===== config.mk =====
export PLATFORM = sky130hd
export DESIGN_NAME = air_comfort_index_score_unit
export DESIGN_NICKNAME = d
export VERILOG_FILES = /design/src/acis_pkg.sv /design/src/acis_score_stage.sv /design/src/acis_weight_stage.sv /design/src/acis_sum_stage.sv /design/src/air_comfort_index_score_unit.sv
export VERILOG_INCLUDE_DIRS = /design/src /design/src/src
export SDC_FILE = /design/constraint.sdc
export NUM_CORES = 1
export LEC_CHECK = 0
export BUFFER_PORTS_ARGS = -buffer_cell sky130_fd_sc_hd__buf_2
export CORE_MARGIN = 5
export CORE_UTILIZATION = 25
export DETAILED_ROUTE_END_ITERATION = 10
export PLACE_DENSITY_LB_ADDON = 0.08
export SYNTH_ARGS = -nofsm -noshare
export SYNTH_HDL_FRONTEND = slang
export SYNTH_HIERARCHICAL = 1
export SYNTH_SLANG_ARGS = --single-unit
export TNS_END_PERCENT = 1

===== constraint.sdc =====
create_clock -name clk -period 9.8 [get_ports clk]
set_input_delay 0.49 -clock clk [delete_from_list [all_inputs] [get_ports clk]]
set_output_delay 0.49 -clock clk [all_outputs]
set_load 0.05 [all_outputs]

===== src/air_comfort_index_score_unit_defines.svh =====
// Assertion macros for the air comfort index score unit.
// Included by the RTL files that carry assertions; needs clk and rst_n in scope.
`ifndef AIR_COMFORT_INDEX_SCORE_UNIT_DEFINES_SVH
`define AIR_COMFORT_INDEX_SCORE_UNIT_DEFINES_SVH

// Same-cycle implication, checked outside reset.
`define ACIS_ASSERT_IMPL(lbl, ante, cons, msg) \
    lbl: assert property (@(posedge clk) disable iff (!rst_n) (ante) |-> (cons)) \
        else $error(msg);

// Condition that must never be seen outside reset.
`define ACIS_ASSERT_NEVER(lbl, cond, msg) \
    lbl: assert property (@(posedge clk) disable iff (!rst_n) !(cond)) \
        else $error(msg);

`endif


===== src/acis_pkg.sv =====
// Shared types, constants and sub-score functions of the comfort index unit.
// No dependencies; used by every module of the block.
`default_nettype none

package acis_pkg;

    localparam int SCORE_W  = 14;
    localparam int WEIGHT_W = 7;
    localparam int PROD_W   = SCORE_W + WEIGHT_W;
    localparam int COMP_W   = 22;
    localparam int CALC_W   = 21;

    typedef logic [SCORE_W-1:0]  score_t;
    typedef logic [WEIGHT_W-1:0] weight_t;
    typedef logic [PROD_W-1:0]   prod_t;
    typedef logic [COMP_W-1:0]   comp_t;
    typedef logic [2:0]          label_t;
    typedef logic [1:0]          reg_idx_t;
    typedef logic signed [CALC_W-1:0] calc_t;

    typedef struct packed {
        score_t co2;
        score_t temp;
        score_t hum;
    } score_set_t;

    typedef struct packed {
        weight_t co2;
        weight_t temp;
        weight_t hum;
    } weight_set_t;

    typedef struct packed {
        prod_t co2;
        prod_t temp;
        prod_t hum;
    } prod_set_t;

    // Register indexes
    localparam reg_idx_t REG_CO2_WEIGHT  = 2'd0;
    localparam reg_idx_t REG_TEMP_WEIGHT = 2'd1;
    localparam reg_idx_t REG_HUM_WEIGHT  = 2'd2;

    localparam weight_t CO2_WEIGHT_RST  = 7'd40;
    localparam weight_t TEMP_WEIGHT_RST = 7'd35;
    localparam weight_t HUM_WEIGHT_RST  = 7'd25;

    // Label classes
    localparam label_t LABEL_EXCELLENT = 3'd0;
    localparam label_t LABEL_GOOD      = 3'd1;
    localparam label_t LABEL_AVERAGE   = 3'd2;
    localparam label_t LABEL_POOR      = 3'd3;
    localparam label_t LABEL_CRITICAL  = 3'd4;

    localparam comp_t THR_EXCELLENT = 22'd800000;
    localparam comp_t THR_GOOD      = 22'd600000;
    localparam comp_t THR_AVERAGE   = 22'd400000;
    localparam comp_t THR_POOR      = 22'd200000;

    localparam score_t SCORE_MAX = 14'd10000;

    function automatic score_t clamp_score(input calc_t r);
        score_t s;
        s = (r < 21'sd0) ? '0 : r[SCORE_W-1:0];
        return s;
    endfunction

    function automatic score_t score_co2(input logic [15:0] c);
        calc_t x;
        calc_t r;
        x = signed'(CALC_W'(c));
        priority if (x <= 21'sd600)  r = 21'sd10000;
        else if (x <= 21'sd800)  r = 21'sd10000 - (x - 21'sd600) * 21'sd10;
        else if (x <= 21'sd1000) r = 21'sd8000 - (x - 21'sd800) * 21'sd10;
        else if (x <= 21'sd1500) r = 21'sd6000 - (x - 21'sd1000) * 21'sd6;
        else if (x <= 21'sd2000) r = 21'sd3000 - (x - 21'sd1500) * 21'sd4;
        else                     r = 21'sd1000 - (x - 21'sd2000);
        return clamp_score(r);
    endfunction

    function automatic score_t score_temp(input logic signed [14:0] t);
        calc_t x;
        calc_t r;
        x = signed'(CALC_W'(t));
        priority if (x >= 21'sd2000 && x <= 21'sd2400) r = 21'sd10000;
        else if (x >= 21'sd1800 && x < 21'sd2000)
            r = 21'sd7000 + (x - 21'sd1800) * 21'sd15;
        else if (x > 21'sd2400 && x <= 21'sd2600)
            r = 21'sd10000 - (x - 21'sd2400) * 21'sd15;
        else if (x >= 21'sd1600 && x < 21'sd1800)
            r = 21'sd3000 + (x - 21'sd1600) * 21'sd20;
        else if (x > 21'sd2600 && x <= 21'sd2800)
            r = 21'sd7000 - (x - 21'sd2600) * 21'sd20;
        else if (x < 21'sd1600)
            r = 21'sd3000 - (21'sd1600 - x) * 21'sd10;
        else
            r = 21'sd3000 - (x - 21'sd2800) * 21'sd10;
        return clamp_score(r);
    endfunction

    function automatic score_t score_hum(input logic [13:0] h);
        calc_t x;
        calc_t r;
        x = signed'(CALC_W'(h));
        priority if (x >= 21'sd4000 && x <= 21'sd6000) r = 21'sd10000;
        else if (x >= 21'sd3000 && x < 21'sd4000)
            r = 21'sd6000 + (x - 21'sd3000) * 21'sd4;
        else if (x > 21'sd6000 && x <= 21'sd7000)
            r = 21'sd10000 - (x - 21'sd6000) * 21'sd4;
        else if (x >= 21'sd2000 && x < 21'sd3000)
            r = 21'sd2000 + (x - 21'sd2000) * 21'sd4;
        else if (x > 21'sd7000 && x <= 21'sd8000)
            r = 21'sd6000 - (x - 21'sd7000) * 21'sd4;
        else if (x < 21'sd2000)
            r = 21'sd2000 - (21'sd2000 - x) * 21'sd2;
        else
            r = 21'sd2000 - (x - 21'sd8000) * 21'sd2;
        return clamp_score(r);
    endfunction

endpackage

`default_nettype wire


===== src/acis_score_stage.sv =====
// Stage 1: piecewise-linear sub-scores of one reading, registered.
// Depends on acis_pkg.
`default_nettype none

module acis_score_stage (
    input  wire logic                    clk,
    input  wire logic                    rst_n,
    input  wire logic                    in_valid,
    output logic                         in_ready,
    input  wire logic [15:0]             co2_ppm,
    input  wire logic signed [14:0]      temp_centi,
    input  wire logic [13:0]             hum_centi,
    output logic                         out_valid,
    input  wire logic                    out_ready,
    output acis_pkg::score_set_t         scores
);
    import acis_pkg::*;

    logic       valid_reg;
    logic       valid_next;
    score_set_t scores_reg;
    score_set_t scores_next;

    assign in_ready = !valid_reg || out_ready;
    assign valid_next = in_ready ? in_valid : valid_reg;

    always_comb
    begin
        scores_next.co2  = score_co2(co2_ppm);
        scores_next.temp = score_temp(temp_centi);
        scores_next.hum  = score_hum(hum_centi);
    end

    always_ff @(posedge clk or negedge rst_n)
    begin
        if (!rst_n)
            valid_reg <= 1'b0;
        else
            valid_reg <= valid_next;
    end

    always_ff @(posedge clk)
    begin
        if (in_valid && in_ready)
            scores_reg <= scores_next;
    end

    assign out_valid = valid_reg;
    assign scores    = scores_reg;

endmodule

`default_nettype wire


===== src/acis_weight_stage.sv =====
// Stage 2: sub-score times weight products; sub-scores travel alongside.
// Depends on acis_pkg.
`default_nettype none

module acis_weight_stage (
    input  wire logic                    clk,
    input  wire logic                    rst_n,
    input  wire logic                    in_valid,
    output logic                         in_ready,
    input  wire acis_pkg::score_set_t    in_scores,
    input  wire acis_pkg::weight_set_t   weights,
    output logic                         out_valid,
    input  wire logic                    out_ready,
    output acis_pkg::score_set_t         out_scores,
    output acis_pkg::prod_set_t          prods
);
    import acis_pkg::*;

    logic       valid_reg;
    logic       valid_next;
    score_set_t scores_reg;
    prod_set_t  prods_reg;
    prod_set_t  prods_next;

    assign in_ready = !valid_reg || out_ready;
    assign valid_next = in_ready ? in_valid : valid_reg;

    always_comb
    begin
        prods_next.co2  = PROD_W'(in_scores.co2)  * PROD_W'(weights.co2);
        prods_next.temp = PROD_W'(in_scores.temp) * PROD_W'(weights.temp);
        prods_next.hum  = PROD_W'(in_scores.hum)  * PROD_W'(weights.hum);
    end

    always_ff @(posedge clk or negedge rst_n)
    begin
        if (!rst_n)
            valid_reg <= 1'b0;
        else
            valid_reg <= valid_next;
    end

    always_ff @(posedge clk)
    begin
        if (in_valid && in_ready)
        begin
            scores_reg <= in_scores;
            prods_reg  <= prods_next;
        end
    end

    assign out_valid  = valid_reg;
    assign out_scores = scores_reg;
    assign prods      = prods_reg;

endmodule

`default_nettype wire


===== src/acis_sum_stage.sv =====
// Stage 3: composite sum and label class; this is the output register.
// Depends on acis_pkg.
`default_nettype none

module acis_sum_stage (
    input  wire logic                    clk,
    input  wire logic                    rst_n,
    input  wire logic                    in_valid,
    output logic                         in_ready,
    input  wire acis_pkg::score_set_t    in_scores,
    input  wire acis_pkg::prod_set_t     prods,
    output logic                         out_valid,
    input  wire logic                    out_ready,
    output acis_pkg::score_set_t         out_scores,
    output acis_pkg::comp_t              composite,
    output acis_pkg::label_t             label
);
    import acis_pkg::*;

    logic       valid_reg;
    logic       valid_next;
    score_set_t scores_reg;
    comp_t      comp_reg;
    comp_t      comp_next;
    label_t     label_reg;
    label_t     label_next;

    assign in_ready = !valid_reg || out_ready;
    assign valid_next = in_ready ? in_valid : valid_reg;

    always_comb
    begin
        comp_next = COMP_W'(prods.co2) + COMP_W'(prods.temp) + COMP_W'(prods.hum);
        priority if (comp_next >= THR_EXCELLENT) label_next = LABEL_EXCELLENT;
        else if (comp_next >= THR_GOOD)          label_next = LABEL_GOOD;
        else if (comp_next >= THR_AVERAGE)       label_next = LABEL_AVERAGE;
        else if (comp_next >= THR_POOR)          label_next = LABEL_POOR;
        else                                     label_next = LABEL_CRITICAL;
    end

    always_ff @(posedge clk or negedge rst_n)
    begin
        if (!rst_n)
            valid_reg <= 1'b0;
        else
            valid_reg <= valid_next;
    end

    always_ff @(posedge clk)
    begin
        if (in_valid && in_ready)
        begin
            scores_reg <= in_scores;
            comp_reg   <= comp_next;
            label_reg  <= label_next;
        end
    end

    assign out_valid  = valid_reg;
    assign out_scores = scores_reg;
    assign composite  = comp_reg;
    assign label      = label_reg;

endmodule

`default_nettype wire


===== src/air_comfort_index_score_unit.sv =====
// Three register stages (sub-scores, weight products, composite sum and label),
// in that order, each hold one beat and advance independently; one reading per
// cycle is taken while the output is not stalled.
// A stalled output backs up stage by stage; no beat is dropped or repeated.
// Reset (rst_n low, asynchronous): pipeline empties, weights return to 40/35/25.
`default_nettype none
`include "air_comfort_index_score_unit_defines.svh"

// Top level: weight registers, configuration port and the three-stage pipeline.
// Depends on acis_pkg, acis_score_stage, acis_weight_stage, acis_sum_stage.
module air_comfort_index_score_unit (
    input  wire logic                    clk,
    input  wire logic                    rst_n,
    // configuration write channel
    input  wire logic                    cfg_valid,
    output logic                         cfg_ready,
    input  wire acis_pkg::reg_idx_t      cfg_index,
    input  wire acis_pkg::weight_t       cfg_data,
    // reading channel
    input  wire logic                    in_valid,
    output logic                         in_ready,
    input  wire logic [15:0]             co2_ppm,
    input  wire logic signed [14:0]      temp_centi,
    input  wire logic [13:0]             hum_centi,
    // result channel
    output logic                         out_valid,
    input  wire logic                    out_ready,
    output acis_pkg::score_t             co2_score,
    output acis_pkg::score_t             temp_score,
    output acis_pkg::score_t             hum_score,
    output acis_pkg::comp_t              composite_score,
    output acis_pkg::label_t             label_class
);
    import acis_pkg::*;

    // Weight registers. Writes are only expected while the pipe is empty,
    // so stage 2 reads them directly without a shadow copy.
    weight_set_t weights_reg;
    weight_set_t weights_next;

    // Inter-stage handshake and payload
    logic        s1_valid;
    logic        s1_ready;
    score_set_t  s1_scores;
    logic        s2_valid;
    logic        s2_ready;
    score_set_t  s2_scores;
    prod_set_t   s2_prods;
    score_set_t  s3_scores;

    // Configuration port never stalls; an index past the list is dropped.
    assign cfg_ready = 1'b1;

    always_comb
    begin
        weights_next = weights_reg;
        if (cfg_valid)
        begin
            unique case (cfg_index)
                REG_CO2_WEIGHT:  weights_next.co2  = cfg_data;
                REG_TEMP_WEIGHT: weights_next.temp = cfg_data;
                REG_HUM_WEIGHT:  weights_next.hum  = cfg_data;
                default:         weights_next      = weights_reg;
            endcase
        end
    end

    always_ff @(posedge clk or negedge rst_n)
    begin
        if (!rst_n)
        begin
            weights_reg.co2  <= CO2_WEIGHT_RST;
            weights_reg.temp <= TEMP_WEIGHT_RST;
            weights_reg.hum  <= HUM_WEIGHT_RST;
        end
        else
        begin
            weights_reg <= weights_next;
        end
    end

    // Stage 1: sub-scores
    acis_score_stage u_score (
        .clk        (clk),
        .rst_n      (rst_n),
        .in_valid   (in_valid),
        .in_ready   (in_ready),
        .co2_ppm    (co2_ppm),
        .temp_centi (temp_centi),
        .hum_centi  (hum_centi),
        .out_valid  (s1_valid),
        .out_ready  (s1_ready),
        .scores     (s1_scores)
    );

    // Stage 2: weight products
    acis_weight_stage u_weight (
        .clk        (clk),
        .rst_n      (rst_n),
        .in_valid   (s1_valid),
        .in_ready   (s1_ready),
        .in_scores  (s1_scores),
        .weights    (weights_reg),
        .out_valid  (s2_valid),
        .out_ready  (s2_ready),
        .out_scores (s2_scores),
        .prods      (s2_prods)
    );

    // Stage 3: composite and label, doubles as the output register
    acis_sum_stage u_sum (
        .clk        (clk),
        .rst_n      (rst_n),
        .in_valid   (s2_valid),
        .in_ready   (s2_ready),
        .in_scores  (s2_scores),
        .prods      (s2_prods),
        .out_valid  (out_valid),
        .out_ready  (out_ready),
        .out_scores (s3_scores),
        .composite  (composite_score),
        .label      (label_class)
    );

    assign co2_score  = s3_scores.co2;
    assign temp_score = s3_scores.temp;
    assign hum_score  = s3_scores.hum;

    // The input side may only stall when a result is waiting at the output.
    `ACIS_ASSERT_IMPL(a_stall_needs_out, !in_ready, out_valid,
        "input stalled while output stage is empty")
    // Sub-scores stay within the full-point range.
    `ACIS_ASSERT_IMPL(a_score_range, out_valid,
        co2_score <= SCORE_MAX && temp_score <= SCORE_MAX && hum_score <= SCORE_MAX,
        "sub-score above full scale")
    // Label must agree with the composite it travels with.
    `ACIS_ASSERT_IMPL(a_label_excellent, out_valid,
        (label_class == LABEL_EXCELLENT) == (composite_score >= THR_EXCELLENT),
        "excellent label does not match composite")
    `ACIS_ASSERT_IMPL(a_label_critical, out_valid,
        (label_class == LABEL_CRITICAL) == (composite_score < THR_POOR),
        "critical label does not match composite")
    // A valid result carries one of the five label classes.
    `ACIS_ASSERT_NEVER(a_label_code, out_valid && label_class > LABEL_CRITICAL,
        "label code out of range")

endmodule

`default_nettype wire

Word level (Yosys, flattened, before mapping) --
Cells that the tools add are included.
Word-level totals: register bits after elaboration 238, input bits 59, output and inout port bits 70, logic and storage cells 151
Cells by class: $add $sub $neg 36, multiply operators 12, magnitude comparators 34, eq/ne operators 2, muxes and demuxes 20, reductions and logical operators 25
Operator list (count):
- 21-bit two-way mux | 17
- 21-bit by 4-bit multiplier with 20-bit output, second input constant | 4
- 14-bit by 21-bit subtractor with 21-bit output, first input constant | 4
- 21-bit by 1-bit less-than comparator with 1-bit output, second input constant | 3
- 14-bit by 7-bit multiplier with 21-bit output | 3
- 13-bit by 21-bit subtractor with 21-bit output, first input constant | 3
- 15-bit by 21-bit subtractor with 21-bit output, first input constant | 3
- 16-bit by 10-bit subtractor with 17-bit output, second input constant | 3
- 16-bit by 10-bit <= comparator with 1-bit output, second input constant | 3
- 15-bit by 13-bit subtractor with 16-bit output, second input constant | 3
- 15-bit by 12-bit >= comparator with 1-bit output, second input constant | 3
- 15-bit by 13-bit <= comparator with 1-bit output, second input constant | 3
- 15-bit by 12-bit less-than comparator with 1-bit output, second input constant | 3
- 14-bit by 13-bit subtractor with 15-bit output, second input constant | 3
- 22-bit by 20-bit >= comparator with 1-bit output, second input constant | 2
- 14-bit by 21-bit adder with 21-bit output, first input constant | 2
- 14-bit by 13-bit <= comparator with 1-bit output, second input constant | 3
- 21-bit by 4-bit multiplier with 19-bit output, second input constant | 2
- 21-bit by 5-bit multiplier with 21-bit output, second input constant | 2
- 12-bit by 21-bit subtractor with 21-bit output, first input constant | 2
- 16-bit by 11-bit subtractor with 17-bit output, second input constant | 2
- 16-bit by 11-bit <= comparator with 1-bit output, second input constant | 2
- 15-bit by 12-bit subtractor with 16-bit output, second input constant | 2
- 15-bit by 13-bit > comparator with 1-bit output, second input constant | 2
- 29 further kinds | 50

Logic depth before layout (Yosys ltp) --
depth after elaboration 10, gate-level depth with buffers 28, gate-level depth less buffers 26

Modules after synthesis --
Netlist, hierarchy kept.
Modules (own cells, without submodules):
- acis_score_stage | instances 1, cells an instance 2518, area an instance 19173.4 sq um, sequential area each 1256.2 sq um
- acis_weight_stage | instances 1, cells an instance 1200, area an instance 12463.2 sq um, sequential area each 3178.0 sq um
- acis_sum_stage | instances 1, cells an instance 270, area an instance 3857.4 sq um, sequential area each 2037.0 sq um
- air_comfort_index_score_unit | instances 1, cells an instance 47, area an instance 824.5 sq um, sequential area each 535.5 sq um

Worst setup path after synthesis --
Ideal clock, no wire load.
path type input to register, start input port temp_centi[3], end register u_score.scores_reg, in the netlist u_score/scores[22] (data pin), library setup time 269 ps, arrival 5681 ps, required time 9531 ps, slack 3850 ps, cell stages on the path 22, buffers on the path 2, cells stage by stage clkbuf_1 inv_1 ha_1 o21ai_0 o21ai_0 xnor2_1 inv_1 fa_1 inv_1 fa_1 fa_1 ha_1 or2_2 o311a_1 a31oi_1 nor3_1 o31ai_1 xnor2_1 o22ai_1 a211oi_2 buf_2 o21ai_0
On the way: longest elaborated chain between the ends 10, elaborated cells on any way between the ends 41, those cells by class add/sub (12); mul (6); order compare (12); mux (6); reduce/logical (5)
RTL lines:
- from (decl) | RTL line air_comfort_index_score_unit.sv:23 | input wire logic signed [14:0] temp_centi,
- 15-bit by 13-bit subtractor with 16-bit output or 12-bit by 15-bit subtractor with 16-bit output (tied branches) | RTL line acis_pkg.sv:97, acis_pkg.sv:95
- 21-bit by 4-bit multiplier with 20-bit output (on tied branches) | RTL line acis_pkg.sv:97, acis_pkg.sv:95
- 13-bit by 21-bit subtractor with 21-bit output (on tied branches) | RTL line acis_pkg.sv:97, acis_pkg.sv:95
- 21-bit two-way mux | RTL line acis_pkg.sv:94 | else if (x < 21'sd1600)
- 21-bit two-way mux | RTL line acis_pkg.sv:92 | else if (x > 21'sd2600 && x <= 21'sd2800)
- 21-bit two-way mux | RTL line acis_pkg.sv:90 | else if (x >= 21'sd1600 && x < 21'sd1800)
- 21-bit two-way mux | RTL line acis_pkg.sv:88 | else if (x > 21'sd2400 && x <= 21'sd2600)
- 21-bit two-way mux | RTL line acis_pkg.sv:86 | else if (x >= 21'sd1800 && x < 21'sd2000)
- 21-bit two-way mux * | RTL line acis_pkg.sv:85 | priority if (x >= 21'sd2000 && x <= 21'sd2400) r = 21'sd10000;
- 21-bit by 1-bit less-than comparator with 1-bit output | RTL line acis_pkg.sv:64 | s = (r < 21'sd0) ? '0 : r[SCORE_W-1:0];
- to (signal assigned) | RTL line acis_score_stage.sv:45 | scores_reg <= scores_next;
- to (decl) | RTL line acis_score_stage.sv:21 | score_set_t scores_reg;
Mark *: on every way between the ends. The rest lies on a longest branch, timed or not. A chain may end at the register's enable or synchronous reset.

Worst setup path in the final report --
start input port temp_centi[7], end register u_score.scores_reg, in the netlist u_score/scores[15] (data pin)
Same word-level chain as after synthesis.

==> flow_metrics.py <==
metrics = {
    "status": {
        "outcome": "completed",
    },
    "finish": {
        "multi_input_comb_area_um2": 27400,
        "final_layout_size_suffix_gt1_frac": 0.0750,
        "filler_cell_count": 15600,
        "seq_cell_area_um2": 7010,
        "nets": 4891,
        "largest_reg_flops": 63,
        "finish.cell_count_without_fillers": 6017,
        "area_growth_syn_to_layout_pct": 9.96,
    },
    "worst_setup_path": {
        "worstPathMaxFanout": 17,
        "worstSetupEndpointType": "flip-flop",
        "slowest_stage": "fa_1",
        "arr_time_crit_path_ps": 6660,
        "worst-endpoint-required_ps": 10140,
        "crit-reg2reg-launch": "weights_reg[5]",
        "cpLargestDelayFamily": "adder cells",
        "timing.reg2reg.worst_path_depth": 13,
        "critical_path.n_buffers_inverters": 7,
        "crit_path_frequent_cell": "inv_1",
        "setup.worst_path.start_class": "input pin",
        "critical-path-max-stage-delay_ps": 510,
        "worstSetupPathType": "input pin to flip-flop",
        "critical_path.reg2reg.endpoint": "u_weight/prods[20]",
        "reg2reg_setup_slack_ps": 4340,
    },
    "sta": {
        "finalCriticalPeriod_ps": 6320,
        "finalHoldViolCount": 0,
        "max_freq_ghz": 0.158,
        "rsz0062_at_grt": "false",
        "slew_violations": 0,
        "worst-slew-pin-transition_ps": 1110,
        "whs_ps": 102,
        "max-slew-margin-rel": 0.257,
        "layout_worst_path_cycle_share": 0.645,
        "clock_skew_ps": 27.3,
        "report.final.setup_viol": 0,
        "setup_total_negative_slack_ps": 0,
    },
    "drt": {
        "via_count": 28700,
        "initialDrtViolationCount": 1362,
        "routedWlPerCell_um": 19.5,
        "drt_pass1_iterations": 5,
        "antenna_left": 0,
        "drc": 0,
        "via_per_inst": 4.78,
        "totalWireLength_mm": 117,
    },
    "grt": {
        "gr-usage-all-layers": 0.152,
        "grt_remaining_overflow": 0,
        "grt_antenna_before_repair": 9,
        "pin_count_of_the_biggest_net_entering_global_routing": 70,
        "via_count_of_the_first_global_routing_pass": 30700,
        "grt_pass1_wl_mm": 185,
    },
    "yosys": {
        "ys_top_cells_by_count": "492 x ha_1, 381 x inv_1, 330 x nand2_1, 257 x fa_1, 239 x xnor2_1",
        "count_of_flip_flops_with_a_built_in_enable_after_synthesis": 213,
        "synth_seq_area_share": 0.193,
        "number_of_synthesized_register_bits": 237,
        "syn-instance-count": 4035,
        "synth.largest_area_cell": "edfxtp_1",
        "biggest_area_contributors_in_the_synthesized_netlist": "edfxtp_1 18%, ha_1 17%, fa_1 14%, xnor2_1 5.8%, inv_1 3.9%",
        "yosysTopAreaCellShare": 0.176,
        "post_synth_num_cell_types": 117,
        "syn-num-nets": 4843,
        "postSynthAreaPerCell_um2": 9.00,
        "asr_flop_ratio_synth": 0.101,
        "yosysMostFrequentCell": "ha_1",
        "cell_area_after_technology_mapping_um2": 36300,
        "ys.flop_type": "edfxtp_1",
        "yosysWarningCount": 6,
    },
    "power_and_ir_drop": {
        "total_leakage_power_nw": 17.2,
        "powerDensity_nw_per_um2": 316,
        "vdd.ir_drop.worst_mv": 0.207,
    },
    "placed_design": {
        "globalplace.congestion": 0.806,
        "place_hpwl_mm": 95.3,
        "cell_count_after_placement": 5953,
        "portBuffers": 127,
    },
    "clock_network": {
        "clock-root-buffer": "clkbuf_16",
        "cts.sink_count": 237,
        "insertion_delay_to_the_later_sink_of_the_worst_skew_pair_ps": 590,
        "tritoncts": "built",
        "cts.clk_slew.worst_paths_ps": 60,
        "cts_htree_levels": 1,
        "clockBufferDepth": 3,
        "cts_made_buffers": 30,
        "cts.repair.resized": 0,
    },
    "min_path": {
        "worstHoldPathType": "input pin to flip-flop",
        "holdPathEnd": "u_score/out_valid",
        "timing.hold.worst.start": "in_valid",
        "hold_depth": 2,
    },
    "floorplanning": {
        "fp.dieArea_um2": 153000,
        "io_pins": 129,
        "die_h_um": 391,
        "core-area_um2": 144000,
        "floorplan.initialDensity": 0.252,
        "die_x_um": 391,
        "core.rowCount": 139,
    },
    "run": {
        "maxCapViolations": 0,
    },
}
==> placed cells by master, fill, tap and decap left out, drive strengths merged, types with 24 or more instances in the layout <==
cell type,count
o21a,36
nor3,74
nor4,30
or3,26
buf,141
edfxtp,213
o21ai,188
inv,383
fa,257
nor2b,37
xor2,149
a31oi,50
clkbuf,37
mux2,25
and3,32
and2,224
nand2,331
xnor2,239
nand3,77
nand4,26
ha,492
a211oi,50
nand2b,45
nor2,235
o211ai,47
a21oi,225
o22ai,24
a21o,61
==> logic make-up after synthesis <==
kind of cell             share of synthesized area
adder cells (fa/ha/maj)                      0.311
other                                     0.000207
AO/OA/AOI/OAI                                0.165
buffers and inverters                       0.0543
multiplexers                                0.0127
AND/OR/NAND/NOR                              0.169
XOR/XNOR                                    0.0938
flip-flops                                   0.193
==> where the power goes <==
group	switching, mW	leakage, nW	internal (mW)
clock network	0.454	0.468	0.654
registers	0.276	2.36	1.71
logic	5.87	14.4	3.66
total	6.60	17.2	6.02
==> per-stage QoR <==
stage / utilization / cell area, um2 / power, mW / setup slack (ps)
6_report: 0.277 / 39900 / 12.6 / 3480
5_1_grt: 0.277 / 39900 / 14.0 / 3050
4_1_cts: 0.277 / 39900 / 12.9 / 3510
3_5_place_dp: 0.270 / 38900 / 11.7 / 2900
3_3_place_gp: 0.270 / 38900 / 11.8 / 3070
2_1_floorplan: - / 36300 / 9.07 / 3850
==> cell type report <==
cell class                      count  area share
Antenna cell                        8    0.000501
Tap cell                         1903      0.0596
Sequential cell                   237       0.175
Clock buffer                       37      0.0200
Clock inverter                     18     0.00445
Timing Repair Buffer              142      0.0188
Multi-Input combinational cell   3288       0.685
Inverter                          384      0.0361
==> worst max path at each step <==
stage / start / to / slack, ps / cells after the start
3_3_place_gp: temp_centi[7] / u_score/scores[18] / 3070 / 28
5_1_grt: temp_centi[7] / u_score/scores[15] / 3050 / 28
2_1_floorplan: temp_centi[3] / u_score/scores[22] / 3850 / 22
6_report: temp_centi[7] / u_score/scores[15] / 3480 / 28
4_1_cts: temp_centi[7] / u_score/scores[15] / 3510 / 28
3_5_place_dp: temp_centi[7] / u_score/scores[15] / 2900 / 28
==> metal layers <==
metal | share of wire | vias up | GRT usage
met5 | 0.00023 | - | 0
li1 | - | 14300 | -
met1 | 0.51 | 14000 | 0.222
met2 | 0.44 | 387 | 0.249
met3 | 0.031 | 84 | 0.0167
met4 | 0.013 | 4 | 0.0209
==> timing repair <==
item	in CTS	in global routing
hold buffers	1	0
endpoints found under the hold margin	16	0
buffers inserted	0	0
Power figures use the tool's default switching activity.
